[config.mk]
export PLATFORM = sky130hd
export DESIGN_NAME = gvba_queue
export DESIGN_NICKNAME = d
export VERILOG_FILES = /design/src/hdl/gvba_pkg.sv /design/src/hdl/gvba_queue.sv
export SDC_FILE = /design/constraint.sdc
export NUM_CORES = 1
export LEC_CHECK = 0
export BUFFER_PORTS_ARGS = -buffer_cell sky130_fd_sc_hd__buf_2
export CAP_MARGIN = 15
export CORE_MARGIN = 2
export CORE_UTILIZATION = 52
export CTS_CLUSTER_DIAMETER = 30
export DETAILED_ROUTE_END_ITERATION = 7
export PLACE_DENSITY = 0.89
export SETUP_SLACK_MARGIN = 0.3
export SLEW_MARGIN = 20
export SYNTH_ARGS = -nofsm -noshare
export SYNTH_HDL_FRONTEND = slang
export SYNTH_SLANG_ARGS = --single-unit
export TNS_END_PERCENT = 20
[constraint.sdc]
create_clock -name i_clk -period 4.9 [get_ports i_clk]
set_input_delay 0.98 -clock i_clk [delete_from_list [all_inputs] [get_ports i_clk]]
set_output_delay 0.98 -clock i_clk [all_outputs]
set_load 0.01 [all_outputs]
[src/hdl/gvba_pkg.sv]
// ----------------------------------------------------------------------------
// gvba_pkg
// Shared types, constants and helper functions of the 3D block averager.
// ----------------------------------------------------------------------------
package gvba_pkg;

    localparam int MAX_DIM      = 64;
    localparam int MAX_BLOCK    = 8;
    localparam int SAMPLE_WIDTH = 32;

    localparam int POS_W   = $clog2(MAX_DIM);
    localparam int DIM_W   = POS_W + 1;
    localparam int BLK_W   = $clog2(MAX_BLOCK) + 1;
    localparam int MOD_W   = (MAX_BLOCK > 1) ? $clog2(MAX_BLOCK) : 1;
    localparam int IDX_W   = 2 * POS_W;
    localparam int DEPTH   = MAX_DIM * MAX_DIM;
    localparam int VOL_W   = 3 * $clog2(MAX_BLOCK) + 1;
    localparam int SUM_W   = SAMPLE_WIDTH + VOL_W - 1;
    localparam int CNT_W   = $clog2(SUM_W + 1);
    localparam int CFG_W   = 2;
    localparam int QDEPTH  = 2;

    localparam logic [CFG_W-1:0] REG_SIZE_X = 2'd0;
    localparam logic [CFG_W-1:0] REG_SIZE_Y = 2'd1;
    localparam logic [CFG_W-1:0] REG_SIZE_Z = 2'd2;
    localparam logic [CFG_W-1:0] REG_BLOCK  = 2'd3;

    typedef logic signed [SAMPLE_WIDTH-1:0] t_sample;
    typedef logic signed [SUM_W-1:0]        t_sum;
    typedef logic [VOL_W-1:0]               t_vol;

    typedef struct packed {
        t_sample              vx;
        t_sample              vy;
        t_sample              vz;
        logic [IDX_W-1:0]     idx;
        logic                 first;
        logic                 last;
        logic                 fin;
    } t_item;

    typedef struct packed {
        logic start;
        t_sum sx;
        t_sum sy;
        t_sum sz;
    } t_div_req;

    typedef struct packed {
        logic    busy;
        t_sample qx;
        t_sample qy;
        t_sample qz;
    } t_div_rsp;

    typedef enum logic [1:0] {ST_IDLE, ST_ACC, ST_DIV, ST_OUT} t_state;

    function automatic logic [DIM_W-1:0] clamp_dim(input logic [DIM_W-1:0] v);
        if (v == '0) return DIM_W'(1);
        if (v > DIM_W'(MAX_DIM)) return DIM_W'(MAX_DIM);
        return v;
    endfunction

    function automatic logic [BLK_W-1:0] clamp_blk(input logic [BLK_W-1:0] v);
        if (v == '0) return BLK_W'(1);
        if (v > BLK_W'(MAX_BLOCK)) return BLK_W'(MAX_BLOCK);
        return v;
    endfunction

    // Cube of the block edge; the edge is small, so this is a short table.
    function automatic t_vol vol_of(input logic [BLK_W-1:0] b);
        t_vol v;
        v = '0;
        for (int k = 1; k <= MAX_BLOCK; k++) begin
            if (b == BLK_W'(k)) v = VOL_W'(k * k * k);
        end
        return v;
    endfunction

endpackage

[src/hdl/gvba_queue.sv]
// ----------------------------------------------------------------------------
// gvba_queue
// Short first-in first-out queue of classified samples.
// ----------------------------------------------------------------------------
module gvba_queue
    import gvba_pkg::*;
(
    input  logic  i_clk,
    input  logic  i_rst_n,
    input  logic  i_push,
    input  t_item i_item,
    output logic  o_ready,
    input  logic  i_pop,
    output logic  o_valid,
    output t_item o_item
);

    localparam int PTR_W = $clog2(QDEPTH);

    t_item                r_mem [QDEPTH];
    logic [PTR_W-1:0]     r_wp, r_rp;
    logic [PTR_W:0]       r_cnt;
    logic                 do_push, do_pop;

    assign o_ready = r_cnt != (PTR_W+1)'(QDEPTH);
    assign o_valid = r_cnt != '0;
    assign o_item  = r_mem[r_rp];
    assign do_push = i_push && o_ready;
    assign do_pop  = i_pop && o_valid;

    always_ff @(posedge i_clk) begin
        if (do_push) r_mem[r_wp] <= i_item;
    end

    always_ff @(posedge i_clk) begin
        if (!i_rst_n) begin
            r_wp  <= '0;
            r_rp  <= '0;
            r_cnt <= '0;
        end else begin
            if (do_push) r_wp <= r_wp + PTR_W'(1);
            if (do_pop)  r_rp <= r_rp + PTR_W'(1);
            r_cnt <= r_cnt + (PTR_W+1)'(do_push) - (PTR_W+1)'(do_pop);
        end
    end

endmodule

After elaboration in Yosys (flattened, before gate mapping). Memories as Yosys holds them, arrays and structs flattened. A register that Yosys moved wholly into a read port is not among the register bits. Cells that the tools add are included.

Eq/ne operators: 1. Add/subtract/negate cells: 4. Reductions and logical operators: 3. Mux-type cells: 4.

Operators by type and width (number): 2-to-1 mux 1 bit (4); adder 1 bit, second input constant (2); adder 2 x 1 -> 2 bit (1); logical AND 1 bit (2); inequality test 2 bit, second input constant (1); nonzero test 2 bit (1); subtractor 2 x 1 -> 2 bit (1).

Input port bits: 115. Memories: 1. Register bits: 4. Memory bits (writable): 222.

Memories: r_mem (words 2, bits a word 111, rd ports 1, clocked after memory_dff 1, write ports 1, RTL line gvba_queue.sv:20) `t_item r_mem [QDEPTH];`.

Longest topological paths before layout. Gate-level depths: netlist of the first run.

Word-level depth: 4. Gate-level depth with buffers: 6.

Least setup slack after synthesis of the first run. No wires, ideal clock.

Kind: input -> register. From: input i_push. To: memory r_mem[1][0] (netlist name), enable pin. Slack: 0.823 ns. Stages on the path: 1. Buffers on the path: 0. Arrival time: 3.594 ns. Cells stage by stage: and3_1.

Word-level cells in the longest chain between the ends: 3.

RTL lines: start, declared (RTL line gvba_queue.sv:10) `input logic i_push,`; logical AND 1 bit (RTL line gvba_queue.sv:28) `assign do_push = i_push && o_ready;`; 2-to-1 mux 1 bit (RTL line gvba_queue.sv:32) `if (do_push) r_mem[r_wp] <= i_item;`; 2-to-1 mux 1 bit (not written as such) (RTL line gvba_queue.sv:32); end, declared (RTL line gvba_queue.sv:20).

No other way between the ends.

==> results of run 1 <==
-- power by group --
group	internal, mW	leakage, nW	switching, mW
registers	2.37	2.12	0.0806
clock network	1.73	0.621	0.874
logic	0.469	1.40	0.507
total	4.57	4.14	1.46
-- cells by family (layout without fill, tap and decap cells) --
kind of cell,after synthesis,in the layout,share of synthesized area (%)
buffers and inverters,13,305,1.52
other,0,2,0
multiplexers,112,112,15.2
XOR/XNOR,1,1,0.105
adder cells (fa/ha/maj),1,1,0.151
AND/OR/NAND/NOR,13,13,1.01
AO/OA/AOI/OAI,7,7,0.647
flip-flops,227,227,81.4
-- cells in the mapped netlist, drive strengths merged --
library cell / n
mux2: 111
dfxtp: 5
xnor2: 1
and3: 1
a32oi: 1
nand2: 1
and2: 3
buf: 12
a21bo: 2
inv: 1
nor2b: 1
edfxtp: 222
a211oi: 1
mux2i: 1
o21ai: 2
nand3b: 1
nor2: 2
a21boi: 1
or2: 1
nand3: 1
ha: 1
nand2b: 2
-- final cells by class --
cell class,instances,share of cell area [%]
diodes,2,0.0456
inverters,1,0.0570
well taps,216,2.46
flip-flops and latches,227,61.7
repair buffers,232,10.8
multi-input cells,134,13.0
clock buffers,52,9.91
clock inverters,20,1.99
-- final timing paths --
check / endpoint / depth (start not counted)
worst max register to register: r_mem[1][56] / 3
worst max-delay path: o_item[77] / 3
worst min-delay path: r_rp / 2
worst min register to register: r_rp / 2
-- sequential cells by signal (all words and copies together) (netlist names), named ones only --
| register | count |
|---|---|
| r_mem | 222 |
| r_cnt | 2 |
| r_rp | 1 |
| r_wp | 1 |
-- layer usage --
metal	vias up	part of all wire, %
met5	-	0.086
met4	2	3.0
met3	46	8.8
met2	199	52
met1	2177	36
li1	2030	-
-- critical path: stages, from the launching register on --
cell and delay [ns]:
dfxtp_4 0.57, buf_4 0.54, mux2_2 0.41, buf_2 0.15
==> flow_summary_export.csv, run 1 <==
group,metric,value,unit
logic_synthesis,yosys.area.top_type,"edfxtp_1",
clock_network,clk_pin_slew,0.05,ns
clock_network,cts_root_buffer,"clkbuf_16",
pwr,leakage,4.14,nW
clock_network,cts_buffer_depth,3,
global_route,grt_usage,18.4,%
worst_hold_path,hold_class,"register to register",
global_route,grt_max_degree,57,
clock_network,hold_buffers,0,
finish,final_cell_mix,"227 x buf_2, 222 x edfxtp_1, 111 x mux2_2",
detailed_routing,vias,4454,
clock_network,cts_tree,"yes",
global_route,grtUsageMet3,6.60,%
clock_network,clk_latency,0.50,ns
finish,final_util,69.5,%
placement,routabilityCongestion,0.784,
global_route,grtUsageMet2,31.7,%
global_route,grt_pass1_vias,4751,
logic_synthesis,ys_seq_area_share,81.4,%
timing,fin_crit,3.17,ns
critical_path,startpoint_type,"register",
timing,clock.fmax,316,MHz
clock_network,h-tree-depth,2,
logic_synthesis,synth.area.top_cells,"edfxtp_1 80%, mux2_2 15%, buf_6 1.4%",
finish,layout_commonest_cell,"buf_2",
finish,register_area,6770,sq um
timing,layout_setup_ws,1.73,ns
logic_synthesis,ys_types,25,
placement,pre_cts_ws,2.23,ns
flow_run,max_cap_viol_count,0,
detailed_routing,wl_per_cell,18.4,um
timing,maxSlewViolCount,0,
clock_network,cts-buffers-inserted,40,
floorplanning,num_rows,46,
global_route,grt_pass1_wl,23.5,mm
pwr,power.total,6.03,mW
detailed_routing,drc,0,
floorplanning,coreArea,15800,sq um
timing,grt_setup_unrepaired,"false",
timing,fin_skew,0.0181,ns
floorplanning,io_pins,228,
timing,fin_setup_tns,0,ns
logic_synthesis,synth_top_area_share,80.2,%
finish,area_growth,31.9,%
timing,worst_pin_slew,0.793,ns
critical_path,ff2ff_setup_slack,2.73,ns
critical_path,worstSetupEndpointType,"output pin",
global_route,antenna_found_initial,3,
detailed_routing,detail-route-antenna-nets,0,
finish,nNetsFinal,752,
finish,drive_gt1_share,62.0,%
floorplanning,chipWidth,130,um
finish,fin_area,11000,sq um
detailed_routing,drtIter0Drc,289,
global_route,top_usage_layer,"met2",
detailed_routing,viasPerCell,5.04,
detailed_routing,routed_wl,16.2,mm
pwr,vdd_drop_max,0.000460,V
finish,fillCellCount,1029,
timing,final_hold_viol_count,0,
logic_synthesis,postSynthCellCount,374,
logic_synthesis,synth.avg_cell_area,22.2,sq um
floorplanning,die_h,130,um
finish,multi_input_area,1420,sq um
clock_network,cts.repair.resized,0,
global_route,use_met1,20.5,%
critical_path,rr_startpoint,"r_cnt[0]",
status,outcome,"complete, no violations",
critical_path,crit_type,"register to output pin",
detailed_routing,first_pass_iters,4,
critical_path,critPathArrivalTime,2.19,ns
clock_network,cts.sinks,227,
clock_network,postCtsSetupRepairBufs,0,
timing,fin_crit_sh,64.6,%
global_route,overflow,0,
worst_hold_path,hp-start,"r_rp",
logic_synthesis,ys_warn_count,0,
timing,max-slew-margin-rel,47.1,%
timing,holdWs,0.616,ns
logic_synthesis,syn-num-nets,490,
finish,instances_no_fill,884,
placement,dp.cells,810,
placement,io_buffers,227,
logic_synthesis,syn_area,8310,sq um
placement,placedInstanceArea,9660,sq um
floorplanning,start_util,52.7,%
pwr,p_per_area,550,nW/um^2
timing,setup_viol,0,
critical_path,worstPathRequired,3.92,ns
placement,dp_hpwl,10.5,mm
logic_synthesis,ys_ff_latch,227,
floorplanning,die_area,17000,sq um
critical_path,critPathMaxFanout,43,
Power figures use the tool's default switching activity.
==> inputs of run 2 (changes only) <==
Clock period 4.9 ns to 3.2 ns, I/O delays scaled along.
==> flow_summary_export.csv, run 2 (same netlist as run 1, synthesis figures left out) <==
group,metric,value,unit
finish,area_growth,32.3,%
timing,clock.fmax,367,MHz
clock_network,cts_root_buffer,"clkbuf_16",
timing,layout_setup_ws,0.472,ns
floorplanning,chipWidth,130,um
timing,fin_skew,0.0123,ns
pwr,leakage,4.16,nW
critical_path,critPathArrivalTime,2.09,ns
timing,final_hold_viol_count,0,
clock_network,cts.sinks,227,
detailed_routing,drtIter0Drc,221,
status,outcome,"complete, no violations",
placement,io_buffers,227,
detailed_routing,routed_wl,16.1,mm
floorplanning,die_area,17000,sq um
detailed_routing,wl_per_cell,18.2,um
clock_network,clk_pin_slew,0.05,ns
floorplanning,num_rows,46,
critical_path,crit_type,"register to output pin",
clock_network,cts_tree,"yes",
critical_path,crit_chain,"buf_12 -> mux2_2 -> buf_2",
global_route,overflow,0,
critical_path,critPathSlowestCell,"dfxtp_4",
finish,largest_reg_flops,222,
critical_path,critPathMaxFanout,41,
placement,routabilityCongestion,0.732,
finish,drive_gt1_share,62.9,%
worst_hold_path,hold_class,"input port to register",
clock_network,cts_buffer_depth,3,
global_route,grt_pass1_wl,23.3,mm
timing,max-slew-margin-rel,61.9,%
finish,layout_commonest_cell,"buf_2",
timing,grt_setup_unrepaired,"false",
pwr,vdd_drop_max,0.000688,V
pwr,power.total,9.19,mW
finish,instances_no_fill,883,
clock_network,postCtsSetupRepairBufs,0,
placement,pre_cts_ws,0.988,ns
global_route,grt_usage,18.1,%
critical_path,critPathTopFamily,"flip-flops",
floorplanning,coreArea,15800,sq um
timing,worst_pin_slew,0.571,ns
detailed_routing,vias,4421,
clock_network,cts.repair.resized,0,
global_route,grt_pass1_vias,4706,
finish,fin_area,11000,sq um
detailed_routing,detail-route-antenna-nets,0,
detailed_routing,first_pass_iters,4,
floorplanning,io_pins,228,
critical_path,startpoint_type,"register",
clock_network,clk_latency,0.48,ns
flow_run,max_cap_viol_count,0,
floorplanning,start_util,52.7,%
global_route,grt_max_degree,62,
finish,multi_input_area,1420,sq um
finish,final_cell_mix,"227 x buf_2, 222 x edfxtp_1, 111 x mux2_2",
finish,largest_registers,"r_mem x222, r_cnt x2",
timing,maxSlewViolCount,0,
finish,register_area,6770,sq um
critical_path,critical-path-max-stage-delay,0.71,ns
timing,setup_viol,0,
critical_path,worstPathRequired,2.56,ns
timing,fin_crit,2.73,ns
finish,final_util,69.7,%
finish,regMostFlops,"r_mem",
global_route,antenna_found_initial,3,
finish,nNetsFinal,752,
critical_path,worst-path-buf-inv,2,
clock_network,hold_buffers,0,
pwr,p_per_area,836,nW/um^2
detailed_routing,viasPerCell,5.01,
detailed_routing,drc,0,
placement,placedInstanceArea,9710,sq um
finish,fillCellCount,1051,
timing,fin_crit_sh,85.2,%
floorplanning,die_h,130,um
placement,dp.cells,812,
clock_network,cts-buffers-inserted,38,
placement,dp_hpwl,10.4,mm
critical_path,worstSetupEndpointType,"output pin",
clock_network,h-tree-depth,2,
[run 2: area by class of cell]
type                    count  area share [%]
flip-flops and latches    227            61.6
multi-input cells         134            12.9
repair buffers            234            11.3
clock buffers              45            9.47
well taps                 216            2.46
clock inverters            24            2.20
inverters                   1          0.0569
diodes                      2          0.0455
[run 2: power by group]
group / switching, mW / internal [mW]
Combinational: 0.767 / 0.747
Clock: 1.33 / 2.59
Sequential: 0.140 / 3.62
[run 2: path summary, 6_finish.rpt]
| path | slack, ns | endpoint | from | depth (start not counted) |
|---|---|---|---|---|
| setup / recovery | 0.47 | o_item[57] | register | 3 |
| hold / removal | 0.34 | r_mem[0][82] | i_item[82] | 1 |
| setup reg to reg | 1.26 | r_mem[0][34] | r_cnt[0] | 4 |
| hold reg to reg | 0.59 | register | r_rp | 2 |
[run 2: through the flow]
| stage | hold slack (ns) | setup TNS, ns |
|---|---|---|
| finish | 0.338 | 0 |
| global route | 0.315 | 0 |
| CTS | 0.313 | 0 |
| detailed placement | 0.596 | 0 |
| global placement | 0.583 | 0 |
| floorplan | 0.528 | -16.44 |
[run 2: routing by layer]
| metal | global-route usage, % | vias up | routed length (um) |
|---|---|---|---|
| met5 | 0 | - | 13 |
| met4 | 7.82 | 2 | 354 |
| met3 | 6.84 | 31 | 1380 |
| met2 | 32.0 | 194 | 8410 |
| met1 | 19.6 | 2157 | 5900 |
| li1 | - | 2037 | - |
[run 2: worst register-to-register path, stage by stage (launching register included)]
cell and delay [ns]:
dfxtp_1 0.44, nand2b_4 0.20, nand3b_1 0.14, inv_4 0.42, buf_4 0.41
