[src/hdl/gvba_pkg.sv]
// ----------------------------------------------------------------------------
// gvba_pkg
// Shared types, constants and helper functions of the 3D block averager.
// ----------------------------------------------------------------------------
package gvba_pkg;

    localparam int MAX_DIM      = 64;
    localparam int MAX_BLOCK    = 8;
    localparam int SAMPLE_WIDTH = 32;

    localparam int POS_W   = $clog2(MAX_DIM);
    localparam int DIM_W   = POS_W + 1;
    localparam int BLK_W   = $clog2(MAX_BLOCK) + 1;
    localparam int MOD_W   = (MAX_BLOCK > 1) ? $clog2(MAX_BLOCK) : 1;
    localparam int IDX_W   = 2 * POS_W;
    localparam int DEPTH   = MAX_DIM * MAX_DIM;
    localparam int VOL_W   = 3 * $clog2(MAX_BLOCK) + 1;
    localparam int SUM_W   = SAMPLE_WIDTH + VOL_W - 1;
    localparam int CNT_W   = $clog2(SUM_W + 1);
    localparam int CFG_W   = 2;
    localparam int QDEPTH  = 2;

    localparam logic [CFG_W-1:0] REG_SIZE_X = 2'd0;
    localparam logic [CFG_W-1:0] REG_SIZE_Y = 2'd1;
    localparam logic [CFG_W-1:0] REG_SIZE_Z = 2'd2;
    localparam logic [CFG_W-1:0] REG_BLOCK  = 2'd3;

    typedef logic signed [SAMPLE_WIDTH-1:0] t_sample;
    typedef logic signed [SUM_W-1:0]        t_sum;
    typedef logic [VOL_W-1:0]               t_vol;

    typedef struct packed {
        t_sample              vx;
        t_sample              vy;
        t_sample              vz;
        logic [IDX_W-1:0]     idx;
        logic                 first;
        logic                 last;
        logic                 fin;
    } t_item;

    typedef struct packed {
        logic start;
        t_sum sx;
        t_sum sy;
        t_sum sz;
    } t_div_req;

    typedef struct packed {
        logic    busy;
        t_sample qx;
        t_sample qy;
        t_sample qz;
    } t_div_rsp;

    typedef enum logic [1:0] {ST_IDLE, ST_ACC, ST_DIV, ST_OUT} t_state;

    function automatic logic [DIM_W-1:0] clamp_dim(input logic [DIM_W-1:0] v);
        if (v == '0) return DIM_W'(1);
        if (v > DIM_W'(MAX_DIM)) return DIM_W'(MAX_DIM);
        return v;
    endfunction

    function automatic logic [BLK_W-1:0] clamp_blk(input logic [BLK_W-1:0] v);
        if (v == '0) return BLK_W'(1);
        if (v > BLK_W'(MAX_BLOCK)) return BLK_W'(MAX_BLOCK);
        return v;
    endfunction

    // Cube of the block edge; the edge is small, so this is a short table.
    function automatic t_vol vol_of(input logic [BLK_W-1:0] b);
        t_vol v;
        v = '0;
        for (int k = 1; k <= MAX_BLOCK; k++) begin
            if (b == BLK_W'(k)) v = VOL_W'(k * k * k);
        end
        return v;
    endfunction

endpackage

[src/hdl/gvba_if.sv]
// ----------------------------------------------------------------------------
// gvba_if
// Valid/ready channels carrying sample words and average words.
// ----------------------------------------------------------------------------
interface gvba_in_if;
    import gvba_pkg::*;
    logic    valid;
    logic    ready;
    t_sample in_vx;
    t_sample in_vy;
    t_sample in_vz;
    modport source (output valid, in_vx, in_vy, in_vz, input ready);
    modport sink   (input valid, in_vx, in_vy, in_vz, output ready);
endinterface


[src/hdl/gvba_front.sv]
// ----------------------------------------------------------------------------
// gvba_front
// Holds the configuration, tracks the grid position and classifies samples.
// ----------------------------------------------------------------------------
module gvba_front
    import gvba_pkg::*;
(
    input  logic             i_clk,
    input  logic             i_rst_n,
    input  logic             i_cfg_we,
    input  logic [CFG_W-1:0] i_cfg_idx,
    input  logic [DIM_W-1:0] i_cfg_data,
    gvba_in_if.sink          s_in,
    input  logic             i_q_ready,
    output logic             o_push,
    output t_item            o_item,
    output t_vol             o_vol
);

    logic [DIM_W-1:0] r_size_x, r_size_y, r_size_z;
    logic [BLK_W-1:0] r_blk;
    logic [POS_W-1:0] r_pos_x, r_pos_y, r_pos_z, n_pos_x, n_pos_y, n_pos_z;
    logic [POS_W-1:0] r_base_x, r_base_y, r_base_z, n_base_x, n_base_y, n_base_z;
    logic [MOD_W-1:0] r_mod_x, r_mod_y, r_mod_z, n_mod_x, n_mod_y, n_mod_z;
    logic [POS_W-1:0] r_cell_y, r_cell_z, n_cell_y, n_cell_z;

    logic [DIM_W-1:0] sx, sy, sz;
    logic [BLK_W-1:0] b;
    logic [MOD_W-1:0] bm1;
    logic             ok_x, ok_y, ok_z, lst_x, lst_y, lst_z;
    logic             wrap_x, wrap_y, wrap_z, accept;

    assign sx  = clamp_dim(r_size_x);
    assign sy  = clamp_dim(r_size_y);
    assign sz  = clamp_dim(r_size_z);
    assign b   = clamp_blk(r_blk);
    assign bm1 = MOD_W'(b - BLK_W'(1));
    assign o_vol = vol_of(b);

    // A cell exists when it fits inside the grid; it is the last on its axis
    // when the following cell would not fit.
    assign ok_x  = ({2'b0, r_base_x} + (DIM_W+1)'(b)) <= {1'b0, sx};
    assign ok_y  = ({2'b0, r_base_y} + (DIM_W+1)'(b)) <= {1'b0, sy};
    assign ok_z  = ({2'b0, r_base_z} + (DIM_W+1)'(b)) <= {1'b0, sz};
    assign lst_x = ({2'b0, r_base_x} + (DIM_W+1)'({b, 1'b0})) > {1'b0, sx};
    assign lst_y = ({2'b0, r_base_y} + (DIM_W+1)'({b, 1'b0})) > {1'b0, sy};
    assign lst_z = ({2'b0, r_base_z} + (DIM_W+1)'({b, 1'b0})) > {1'b0, sz};

    assign wrap_x = {1'b0, r_pos_x} == sx - DIM_W'(1);
    assign wrap_y = {1'b0, r_pos_y} == sy - DIM_W'(1);
    assign wrap_z = {1'b0, r_pos_z} == sz - DIM_W'(1);

    assign s_in.ready = i_q_ready;
    assign accept     = s_in.valid && i_q_ready;
    assign o_push     = accept && ok_x && ok_y && ok_z;

    always_comb begin
        o_item.vx    = s_in.in_vx;
        o_item.vy    = s_in.in_vy;
        o_item.vz    = s_in.in_vz;
        o_item.idx   = {r_cell_y, r_cell_z};
        o_item.first = (r_mod_x == '0) && (r_mod_y == '0) && (r_mod_z == '0);
        o_item.last  = (r_mod_x == bm1) && (r_mod_y == bm1) && (r_mod_z == bm1);
        o_item.fin   = o_item.last && lst_x && lst_y && lst_z;
    end

    always_comb begin
        n_pos_x = r_pos_x; n_base_x = r_base_x; n_mod_x = r_mod_x;
        n_pos_y = r_pos_y; n_base_y = r_base_y; n_mod_y = r_mod_y; n_cell_y = r_cell_y;
        n_pos_z = r_pos_z; n_base_z = r_base_z; n_mod_z = r_mod_z; n_cell_z = r_cell_z;
        if (wrap_z) begin
            n_pos_z = '0; n_base_z = '0; n_mod_z = '0; n_cell_z = '0;
            if (wrap_y) begin
                n_pos_y = '0; n_base_y = '0; n_mod_y = '0; n_cell_y = '0;
                if (wrap_x) begin
                    n_pos_x = '0; n_base_x = '0; n_mod_x = '0;
                end else begin
                    n_pos_x = r_pos_x + POS_W'(1);
                    if (r_mod_x == bm1) begin
                        n_mod_x  = '0;
                        n_base_x = r_base_x + POS_W'(b);
                    end else begin
                        n_mod_x = r_mod_x + MOD_W'(1);
                    end
                end
            end else begin
                n_pos_y = r_pos_y + POS_W'(1);
                if (r_mod_y == bm1) begin
                    n_mod_y  = '0;
                    n_base_y = r_base_y + POS_W'(b);
                    n_cell_y = r_cell_y + POS_W'(1);
                end else begin
                    n_mod_y = r_mod_y + MOD_W'(1);
                end
            end
        end else begin
            n_pos_z = r_pos_z + POS_W'(1);
            if (r_mod_z == bm1) begin
                n_mod_z  = '0;
                n_base_z = r_base_z + POS_W'(b);
                n_cell_z = r_cell_z + POS_W'(1);
            end else begin
                n_mod_z = r_mod_z + MOD_W'(1);
            end
        end
    end

    always_ff @(posedge i_clk) begin
        if (!i_rst_n) begin
            r_size_x <= DIM_W'(MAX_DIM);
            r_size_y <= DIM_W'(MAX_DIM);
            r_size_z <= DIM_W'(MAX_DIM);
            r_blk    <= BLK_W'(2);
        end else if (i_cfg_we) begin
            unique case (i_cfg_idx)
                REG_SIZE_X: r_size_x <= i_cfg_data;
                REG_SIZE_Y: r_size_y <= i_cfg_data;
                REG_SIZE_Z: r_size_z <= i_cfg_data;
                REG_BLOCK:  r_blk    <= i_cfg_data[BLK_W-1:0];
                default:    r_blk    <= r_blk;
            endcase
        end
    end

    // Any register write restarts the grid at the origin.
    always_ff @(posedge i_clk) begin
        if (!i_rst_n || i_cfg_we) begin
            r_pos_x <= '0; r_base_x <= '0; r_mod_x <= '0;
            r_pos_y <= '0; r_base_y <= '0; r_mod_y <= '0; r_cell_y <= '0;
            r_pos_z <= '0; r_base_z <= '0; r_mod_z <= '0; r_cell_z <= '0;
        end else if (accept) begin
            r_pos_x <= n_pos_x; r_base_x <= n_base_x; r_mod_x <= n_mod_x;
            r_pos_y <= n_pos_y; r_base_y <= n_base_y; r_mod_y <= n_mod_y;
            r_cell_y <= n_cell_y;
            r_pos_z <= n_pos_z; r_base_z <= n_base_z; r_mod_z <= n_mod_z;
            r_cell_z <= n_cell_z;
        end
    end

endmodule

[src/flat_wrapper.sv]
// flat-port wrapper written by rule: the top's interface ports become plain ports
module gvba_front_flat import gvba_pkg::*;
  (i_clk, i_rst_n, i_cfg_we, i_cfg_idx, i_cfg_data, i_q_ready, o_push, o_item, o_vol, s_in_valid, s_in_in_vx, s_in_in_vy, s_in_in_vz, s_in_ready);
  gvba_in_if s_in_i ();
  input  logic i_clk;
  input  logic i_rst_n;
  input  logic i_cfg_we;
  input  logic [CFG_W-1:0] i_cfg_idx;
  input  logic [DIM_W-1:0] i_cfg_data;
  input  logic i_q_ready;
  output logic o_push;
  output t_item o_item;
  output t_vol o_vol;
  input wire logic [$bits(s_in_i.valid)-1:0] s_in_valid;
  input wire logic [$bits(s_in_i.in_vx)-1:0] s_in_in_vx;
  input wire logic [$bits(s_in_i.in_vy)-1:0] s_in_in_vy;
  input wire logic [$bits(s_in_i.in_vz)-1:0] s_in_in_vz;
  output wire logic [$bits(s_in_i.ready)-1:0] s_in_ready;
  assign s_in_i.valid = s_in_valid;
  assign s_in_i.in_vx = s_in_in_vx;
  assign s_in_i.in_vy = s_in_in_vy;
  assign s_in_i.in_vz = s_in_in_vz;
  assign s_in_ready = s_in_i.ready;
  gvba_front u_core (.i_clk(i_clk), .i_rst_n(i_rst_n), .i_cfg_we(i_cfg_we), .i_cfg_idx(i_cfg_idx), .i_cfg_data(i_cfg_data), .s_in(s_in_i), .i_q_ready(i_q_ready), .o_push(o_push), .o_item(o_item), .o_vol(o_vol));
endmodule
[config.mk]
export PLATFORM = sky130hd
export DESIGN_NAME = gvba_front_flat
export DESIGN_NICKNAME = d
export VERILOG_FILES = /design/src/hdl/gvba_pkg.sv /design/src/hdl/gvba_if.sv /design/src/hdl/gvba_front.sv /design/src/flat_wrapper.sv
export SDC_FILE = /design/constraint.sdc
export NUM_CORES = 1
export LEC_CHECK = 0
export BUFFER_PORTS_ARGS = -buffer_cell sky130_fd_sc_hd__buf_2
export CAP_MARGIN = 20
export CORE_AREA = 2 2 128 130
export DETAILED_ROUTE_END_ITERATION = 6
export DIE_AREA = 0 0 130 132
export PLACE_DENSITY_LB_ADDON = 0.15
export SYNTH_ARGS = -nofsm -noshare
export SYNTH_HDL_FRONTEND = slang
export SYNTH_SLANG_ARGS = --single-unit
[constraint.sdc]
create_clock -name i_clk -period 4.8 [get_ports i_clk]
set_input_delay 0.96 -clock i_clk [delete_from_list [all_inputs] [get_ports i_clk]]
set_output_delay 0.96 -clock i_clk [all_outputs]
set_load 0.05 [all_outputs]
# Yosys cells after proc, flatten, opt, wreduce, memory -nomap -nowiden
# Index checks and enable logic that the tools add are counted.
[totals]
reg_bits = 82
in_bits = 110
output_inout_bits = 123
word_cells = 151
[op_classes]
addsub = 21
magnitude_cmp = 10
n_eq_ne = 17
muxes = 55
reduce_logical = 33
[ops]
columns = ["op", "count"]
rows = [
  ["7-bit 2-to-1 mux", 14],
  ["6-bit 2-to-1 mux", 13],
  ["6-bit by 1-bit adder with 6-bit output, second input constant", 5],
  ["8-bit by 7-bit > comparator with 1-bit output", 3],
  ["8-bit by 7-bit <= comparator with 1-bit output", 3],
  ["6-bit by 4-bit adder with 7-bit output", 3],
  ["6-bit by 5-bit adder with 7-bit output", 3],
  ["6-bit by 7-bit equality test with 1-bit output", 3],
  ["7-bit > comparator, second input constant", 3],
  ["7-bit zero test", 3],
  ["7-bit by 1-bit subtractor with 7-bit output, second input constant", 3],
  ["4-bit 2-to-1 mux", 5],
  ["6-bit by 4-bit adder with 6-bit output", 3],
  ["3-bit 2-to-1 mux", 6],
  ["4-bit by 3-bit equality test with 1-bit output, second input constant", 4],
  ["1-bit 2-to-1 mux", 13],
  ["2-bit AND reduction", 6],
  ["1-bit logical AND", 11],
  ["10-bit 2-to-1 mux", 1],
  ["3-bit by 1-bit adder with 3-bit output, second input constant", 3],
  ["3-bit equality test", 3],
  ["3-bit zero test", 3],
  ["9-bit 2-to-1 mux", 1],
  ["4-bit by 2-bit equality test with 1-bit output, second input constant", 2],
  ["other kinds (15)", 19],
]

# Logic depth before layout (Yosys ltp)
# Gate-level depths: netlist (run 1).
[logic_depth]
ltp_word = 14
mapped_depth = 17
ltp_nobuf = 14

# Worst setup path before layout (run 1)
# No wires, ideal clock.
[synth_timing]
path_kind = "register -> output"
from = "register u_core.r_blk[2]"
to = "output o_push"
arrival_ns = 4.478
t_required_ns = 3.840
path_slack_ns = -0.638
stages_incl_launch_ff = 15
n_path_buf = 0
cell_sequence = "dfxtp_1 o21ba_2 nor2_1 ha_1 inv_1 fa_1 inv_1 ha_1 nor2b_1 o21a_1 o21a_1 o21a_1 o21ai_0 a21oi_1 nor4_1"
[synth_via]
elab_chain_len = 10
word_cells_on_any_way = 17
classes_between = "3 x add/sub; 4 x order compare; 6 x mux; 4 x reduce/logical"
[synth_lines]
columns = ["element", "line", "source"]
rows = [
  ["start: declaration", "gvba_front.sv:21", "logic [BLK_W-1:0] r_blk;"],
  ["start signal: assignment", "gvba_front.sv:119", "REG_BLOCK: r_blk <= i_cfg_data[BLK_W-1:0];"],
  ["start signal: assignment", "gvba_front.sv:120", "default: r_blk <= r_blk;"],
  ["4-bit > comparator", "gvba_pkg.sv:66", "if (v > BLK_W'(MAX_BLOCK)) return BLK_W'(MAX_BLOCK);"],
  ["1-bit 2-to-1 mux (2 in a row)", "gvba_pkg.sv:66", ""],
  ["4-bit 2-to-1 mux", "gvba_pkg.sv:67", "return v;"],
  ["4-bit 2-to-1 mux (*)", "gvba_pkg.sv:66", ""],
  ["6-bit by 4-bit adder with 7-bit output", "gvba_front.sv:42", "assign ok_x = ({2'b0, r_base_x} + (DIM_W+1)'(b)) <= {1'b0, sx};"],
  ["8-bit by 7-bit <= comparator with 1-bit output", "gvba_front.sv:42", ""],
  ["1-bit logical AND (2 in a row)", "gvba_front.sv:55", "assign o_push = accept && ok_x && ok_y && ok_z;"],
  ["1-bit logical AND (*)", "gvba_front.sv:55", ""],
  ["end: declaration", "flat_wrapper.sv:11", "output logic o_push;"],
]
# Every way passes the cells marked *; elsewhere a longest branch is shown, timed or not. The select of a mux whose other input is x is not followed.

==> results.yml, run 1 <==
outcome:
  status: "completed"
grt:
  globalRouteOverflowTotal: 0
  antenna_found_initial: 0
  grt_pass1_vias: 6292
  grt_pass1_wl_mm: 32.7
  grt.total_usage_pct: 24.2
  grt_max_degree: 53
critical_path:
  cp.arrival_ns: 3.60
  r2r_cells: 15
  path_max_fanout: 10
  reg2reg_to: "u_core.r_pos_x[2]"
  rr_startpoint: "u_core.r_size_y[0]"
  regToRegSetupSlack_ns: 0.61
  critPathLaunchType: "flop"
  critPathRequiredTime_ns: 3.84
  end_kind: "output port"
  worstSetupPathType: "reg -> out"
timing:
  max_freq_mhz: 219
  fin_skew_ns: 0.00998
  fin_crit_ns: 4.56
  setup_violations: 0
  slew_headroom_pct: 32.5
  drv_slew: 0
  timing.final.ws_setup_ns: 0.239
  rsz0062_at_grt: "no"
  period_share_pct: 95.0
  tightest_slew_ns: 1.01
  hold_viol_final: 0
layout:
  area_growth_pct: 0.582
  nets: 1039
  n_antenna_cell: 0
  top_regs: "u_core.r_size_x: 7 flops, u_core.r_size_y: 7 flops, u_core.r_size_z: 7 flops"
  drive_above_1_share_pct: 12.5
synth:
  async_flop_share_pct: 0
  yosys.area.top_type: "dfxtp_1"
  synth_edf_count: 0
  seq_area_frac_synth_pct: 21.2
  yosys_warnings: 0
  postSynthAreaPerCell_sq_um: 8.48
  synth_cell_type_count: 83
  netlist_top_cells_area: "dfxtp_1, ha_1, buf_4"
  syn-num-nets: 1114
  syn_inst: 913
  synth_seq_cells: 82
  ys.flop_type: "dfxtp_1"
  netlist_area_sq_um: 7740
  yosysTopAreaCellShare_pct: 21.2
worst_hold_path:
  hold_class: "reg -> reg"
  hold_depth: 2
  min_from: "u_core.r_mod_y[0]"
  hold_path_end: "u_core.r_mod_y[0]"
pwr:
  pwr-share-clk_pct: 44.7
  finalPower_uw: 1740
  power_frac_seq_pct: 40.6
  power.share.switching_pct: 27.7
  p_switching_uw: 482
  p_int_uw: 1260
  comb_power_share_pct: 14.7
  leakage_uw: 0.00311
  power.density_nw_per_um2: 223
  vdd_drop_max_mv: 0.156
clock_network:
  root_buffer: "clkbuf_16"
  clkTransAtPathRegs_ns: 0.07
  insertion_delay_ns: 0.35
  clkSinkCount: 82
  cts_tree: "done"
  cts_htree_levels: 3
  cts_buffers: 9
  clockBufferDepth: 2
  postCtsHoldBufs: 0
placement:
  dp_hpwl_mm: 15.3
  gp_congestion: 0.905
  io_buffer_count: 40
  post-place-ws_ns: 0.400
detailed_routing:
  ant_nets: 0
  drt-initial-drc-count: 501
  dr.pass1.iters: 5
  wl_per_cell_um: 19.4
  viasPerCell: 6.01
  drc: 0
  vias: 6356
  routed_wl_mm: 20.5
floorplan:
  num_rows: 46
  die-area_sq_um: 17200
  die_h_um: 132
  io-pin-count: 233
  floorplan.initialDensity_pct: 49.3
  die_w_um: 130
  core-area_sq_um: 15700
flow_run:
  drv_cap: 0
stage by stage:
| step | setup TNS, ns | util [%] | instances | hold WS (ns) | area [sq um] |
|---|---|---|---|---|---|
| finish | 0 | 49.6 | 1058 | 0.506 | 7790 |
| global route | 0 | 49.6 | 1058 | 0.548 | 7790 |
| CTS | 0 | 49.4 | 1058 | 0.505 | 7750 |
| detailed placement | 0 | 47.3 | 1043 | 0.497 | 7430 |
| global placement | 0 | 47.3 | 1043 | 0.481 | 7430 |
| floorplan | -0.0701 | - | 913 | 0.461 | 7750 |
repair_timing:
action | 4_1_cts | 5_1_grt
setup buffers | 0 | 0
gates resized for setup | 0 | 13
setup endpoints to repair | 0 | 2
cell type report:
type                            count  area [sq um]
Fill cell                        1450          7920
Multi-Input combinational cell    637          5020
Sequential cell                    82          1640
Timing Repair Buffer               57           340
Tap cell                          216           270
Clock buffer                       10           239
Inverter                           51           191
Clock inverter                      5          85.1
cells in the mapped netlist, types with 4 or more instances:
cell,count
buf_4,98
ha_1,85
dfxtp_1,82
inv_1,49
nand2_1,46
a21oi_1,42
nor2b_1,42
nor2_1,37
mux2i_1,34
clkbuf_1,29
xnor2_1,29
o21ai_0,25
nand4_1,23
o21a_1,21
nand3_1,20
xor2_1,16
nand2b_1,14
nor3_1,13
a21o_1,11
buf_2,11
a32o_1,10
nor4_1,10
o211ai_1,10
o31ai_1,10
o22ai_1,9
o311ai_0,9
or4_1,7
a211oi_1,6
a311o_1,6
and2_1,6
fa_1,6
nor3b_1,6
o32ai_1,6
a31oi_1,5
and3b_1,5
a2111oi_0,4
cells by family (layout without fill, tap and decap cells):
group	count (synthesis)	after routing	synth area share [%]
buffers and inverters	194	123	14.5
flip-flops	82	82	21.2
multiplexers	35	35	4.54
AO/OA/AOI/OAI	208	208	20.2
XOR/XNOR	46	46	5.38
adder cells (fa/ha/maj)	91	91	15.3
AND/OR/NAND/NOR	257	257	18.9
cells in the final DEF (no fill, tap or decap), drive strengths merged, types with 4 or more instances in the layout:
master and n:
dfxtp 82, xor2 16, o211ai 11, mux2i 34, inv 51, nor2b 42, a31oi 6, o32ai 6
nor3 13, a2111oi 6, o311ai 9, nand2 47, a21o 11, a311o 7, nand4 23, o21a 21
or4 8, a32o 10, nor3b 6, xnor2 29, ha 85, o31ai 10, buf 57, nand3 21
fa 6, o21ai 25, nor4b 4, or3 4, and2 7, nor2 37, nand2b 14, a21oi 43
and3b 5, o22ai 9, a211oi 7, clkbuf 10, nor4 12
worst max-delay path: stages, from the launching register on:
cell and delay (ns):
dfxtp_1 0.37, o21ba_2 0.25, nor2_2 0.12, buf_6 0.19
ha_1 0.20, inv_1 0.06, fa_1 0.51, inv_1 0.04
ha_1 0.31, o21a_1 0.12, o21a_1 0.16, o21a_1 0.16
o21a_1 0.16, o21a_1 0.18, o2111a_1 0.27, buf_6 0.16
metal layers:
| metal | vias up | GRT usage, % | wire length [um] |
|---|---|---|---|
| li1 | 3072 | - | - |
| met5 | - | 0 | 0 |
| met2 | 187 | 38.2 | 9400 |
| met3 | 65 | 4.26 | 1160 |
| met1 | 3032 | 31.5 | 9150 |
| met4 | 0 | 12.3 | 841 |
worst max path at each step:
stage,end,slack [ns],from,depth (start not counted)
floorplan,o_push,-0.07,u_core.r_blk[2],14
global placement,o_push,0.49,u_core.r_blk[2],14
detailed placement,o_item[0],0.40,u_core.r_blk[2],16
CTS,o_item[0],0.009,u_core.r_blk[2],16
global route,o_push,0.005,u_core.r_blk[2],14
finish,o_item[0],0.24,u_core.r_blk[2],15
power groups by stage:
stage	Sequential [uW]	Combinational (uW)	Clock, uW
floorplan	711	404	0
global placement	719	248	0
detailed placement	720	253	0
CTS	704	254	794
finish	705	256	777
global route	707	282	823
Power figures use the tool's default switching activity.
==> inputs of run 2 (changes only) <==
MAX_ROUTING_LAYER = met4   (was default)
==> run 2 against run 1 <==
Worst setup slack lost 0.00057 ns. Clock skew about the same. Hold slack worse by 0.0026 ns. Sequential power is essentially flat. Global-route usage is 1.4 points higher. Die area unchanged. Clock-buffer cell count unchanged. Sequential share of layout area is 0.17 points lower. Largest cell class unchanged.
==> results.yml, run 2 (synthesis results as in run 1) <==
critical_path:
  rr_startpoint: "u_core.r_size_z[2]"
  critPathRequiredTime_ns: 3.84
  slowest_stage: "fa_1"
  crit_buf_inv: 4
  crit_chain: "o21ba_2 > nor2_4 > buf_6 > ha_1 > inv_1 > fa_1 > inv_1 > a21o_1 > a21oi_1 > xnor2_1 > ha_1 > nand4_1 > nor2_1 > nor4b_1 > o2111a_1 > clkbuf_4"
  crit_family: "adder cells"
  critPathLaunchType: "flop"
  worstSetupPathType: "reg -> out"
  cp_slowest_stage_delay_ns: 0.44
  cp.arrival_ns: 3.60
  end_kind: "output port"
  path_max_fanout: 6
  crit_path_start: "u_core.r_blk[2]"
detailed_routing:
  ant_nets: 0
  vias: 6434
  dr.pass1.iters: 6
  wl_per_cell_um: 19.8
  drc: 0
  routed_wl_mm: 21.1
  viasPerCell: 6.04
  drt-initial-drc-count: 365
grt:
  grt_pass1_wl_mm: 33.8
  globalRouteOverflowTotal: 0
  grt_pass1_vias: 6431
  antenna_found_initial: 0
  grt_max_degree: 53
  grt.total_usage_pct: 25.6
clock_network:
  root_buffer: "clkbuf_16"
  insertion_delay_ns: 0.35
  cts_htree_levels: 3
  clkSinkCount: 82
  postCtsHoldBufs: 0
  cts_buffers: 9
  clkTransAtPathRegs_ns: 0.07
  cts_tree: "done"
  clockBufferDepth: 2
pwr:
  power.density_nw_per_um2: 224
  leakage_uw: 0.00315
  vdd_drop_max_mv: 0.151
layout:
  nets: 1045
  multi_input_area_sq_um: 5020
  final_common_cell: "ha_1"
  nFillCells: 1523
  drive_above_1_share_pct: 13.2
  seqCellArea_sq_um: 1640
  area_growth_pct: 1.47
  mostFrequentLayoutCells: "ha_1, dfxtp_1, inv_1"
  final_area_sq_um: 7860
  top_regs: "u_core.r_size_x: 7 flops, u_core.r_size_y: 7 flops, u_core.r_size_z: 7 flops"
  n_antenna_cell: 0
timing:
  tightest_slew_ns: 0.881
  whs_ns: 0.503
  hold_viol_final: 0
  fin_skew_ns: 0.00976
  slew_headroom_pct: 41.0
  rsz0062_at_grt: "no"
  fin_crit_ns: 4.56
  setup_violations: 0
  period_share_pct: 95.0
  drv_slew: 0
  max_freq_mhz: 219
outcome:
  status: "completed"
floorplan:
  io-pin-count: 233
  die-area_sq_um: 17200
  core-area_sq_um: 15700
  floorplan.initialDensity_pct: 49.3
  num_rows: 46
  die_w_um: 130
  die_h_um: 132
worst_hold_path:
  hold_class: "reg -> reg"
  min_from: "u_core.r_mod_z[1]"
flow_run:
  drv_cap: 0
placement:
  dp_hpwl_mm: 15.7
  io_buffer_count: 40
  dpl_cell_area_sq_um: 7440
  gp_congestion: 0.886
run 2: path summary, 6_finish.rpt:
path | end | slack, ns | depth (start not counted)
worst min-delay path | u_core.r_mod_z[1] | 0.50 | 2
worst max register to register | u_core.r_cell_y[0] | 0.75 | 12
worst max-delay path | o_item[0] | 0.24 | 16
worst min register to register | u_core.r_mod_z[1] | 0.50 | 2
run 2: stage by stage:
step,total power [uW],setup slack (ns),instances,util (%),TNS [ns]
5_1_grt,1840,0.0124,1065,50.0,0
3_3_place_gp,969,0.472,1044,47.3,0
2_1_floorplan,1120,-0.0701,913,-,-0.0701
4_1_cts,1760,0.0342,1060,49.5,0
3_5_place_dp,976,0.438,1044,47.3,0
6_report,1760,0.239,1065,50.0,0
run 2: metal layers:
| layer | routed length (um) | global-route usage (%) | vias to the layer above |
|---|---|---|---|
| met5 | 0 | - | - |
| met4 | 843 | 11.2 | 0 |
| met3 | 1270 | 4.59 | 67 |
| met2 | 9630 | 39.8 | 203 |
| met1 | 9320 | 32.5 | 3084 |
| li1 | - | - | 3080 |
run 2: cell type report:
| class | count | share of cell area, % |
|---|---|---|
| multi-input cells | 637 | 63.9 |
| flip-flops and latches | 82 | 20.9 |
| repair buffers | 63 | 5.02 |
| well taps | 216 | 3.44 |
| clock buffers | 10 | 3.04 |
| inverters | 51 | 2.44 |
| clock inverters | 6 | 1.19 |
run 2: what timing repair did:
action | CTS | global route
endpoints found under the setup margin | 0 | 2
resized for setup | 0 | 13
setup buffers | 0 | 5
run 2: where the power goes:
part / switching, uW / leakage, uW / internal [uW]
logic: 162 / 0.00232 / 103
registers: 17.1 / 0.000663 / 688
clock network: 311 / 0.000165 / 477
run 2: worst reg2reg max path: stages (launching register included):
cell and delay, ns:
dfxtp_1 0.37, nor2_1 0.30, a21oi_1 0.18, nor2_1 0.26, inv_1 0.10, ha_1 0.28, o21ba_2 0.22, a221oi_1 0.28
a41oi_1 0.11, a2111oi_4 0.40, o211ai_4 0.38, o31ai_1 0.84, mux2i_1 0.18
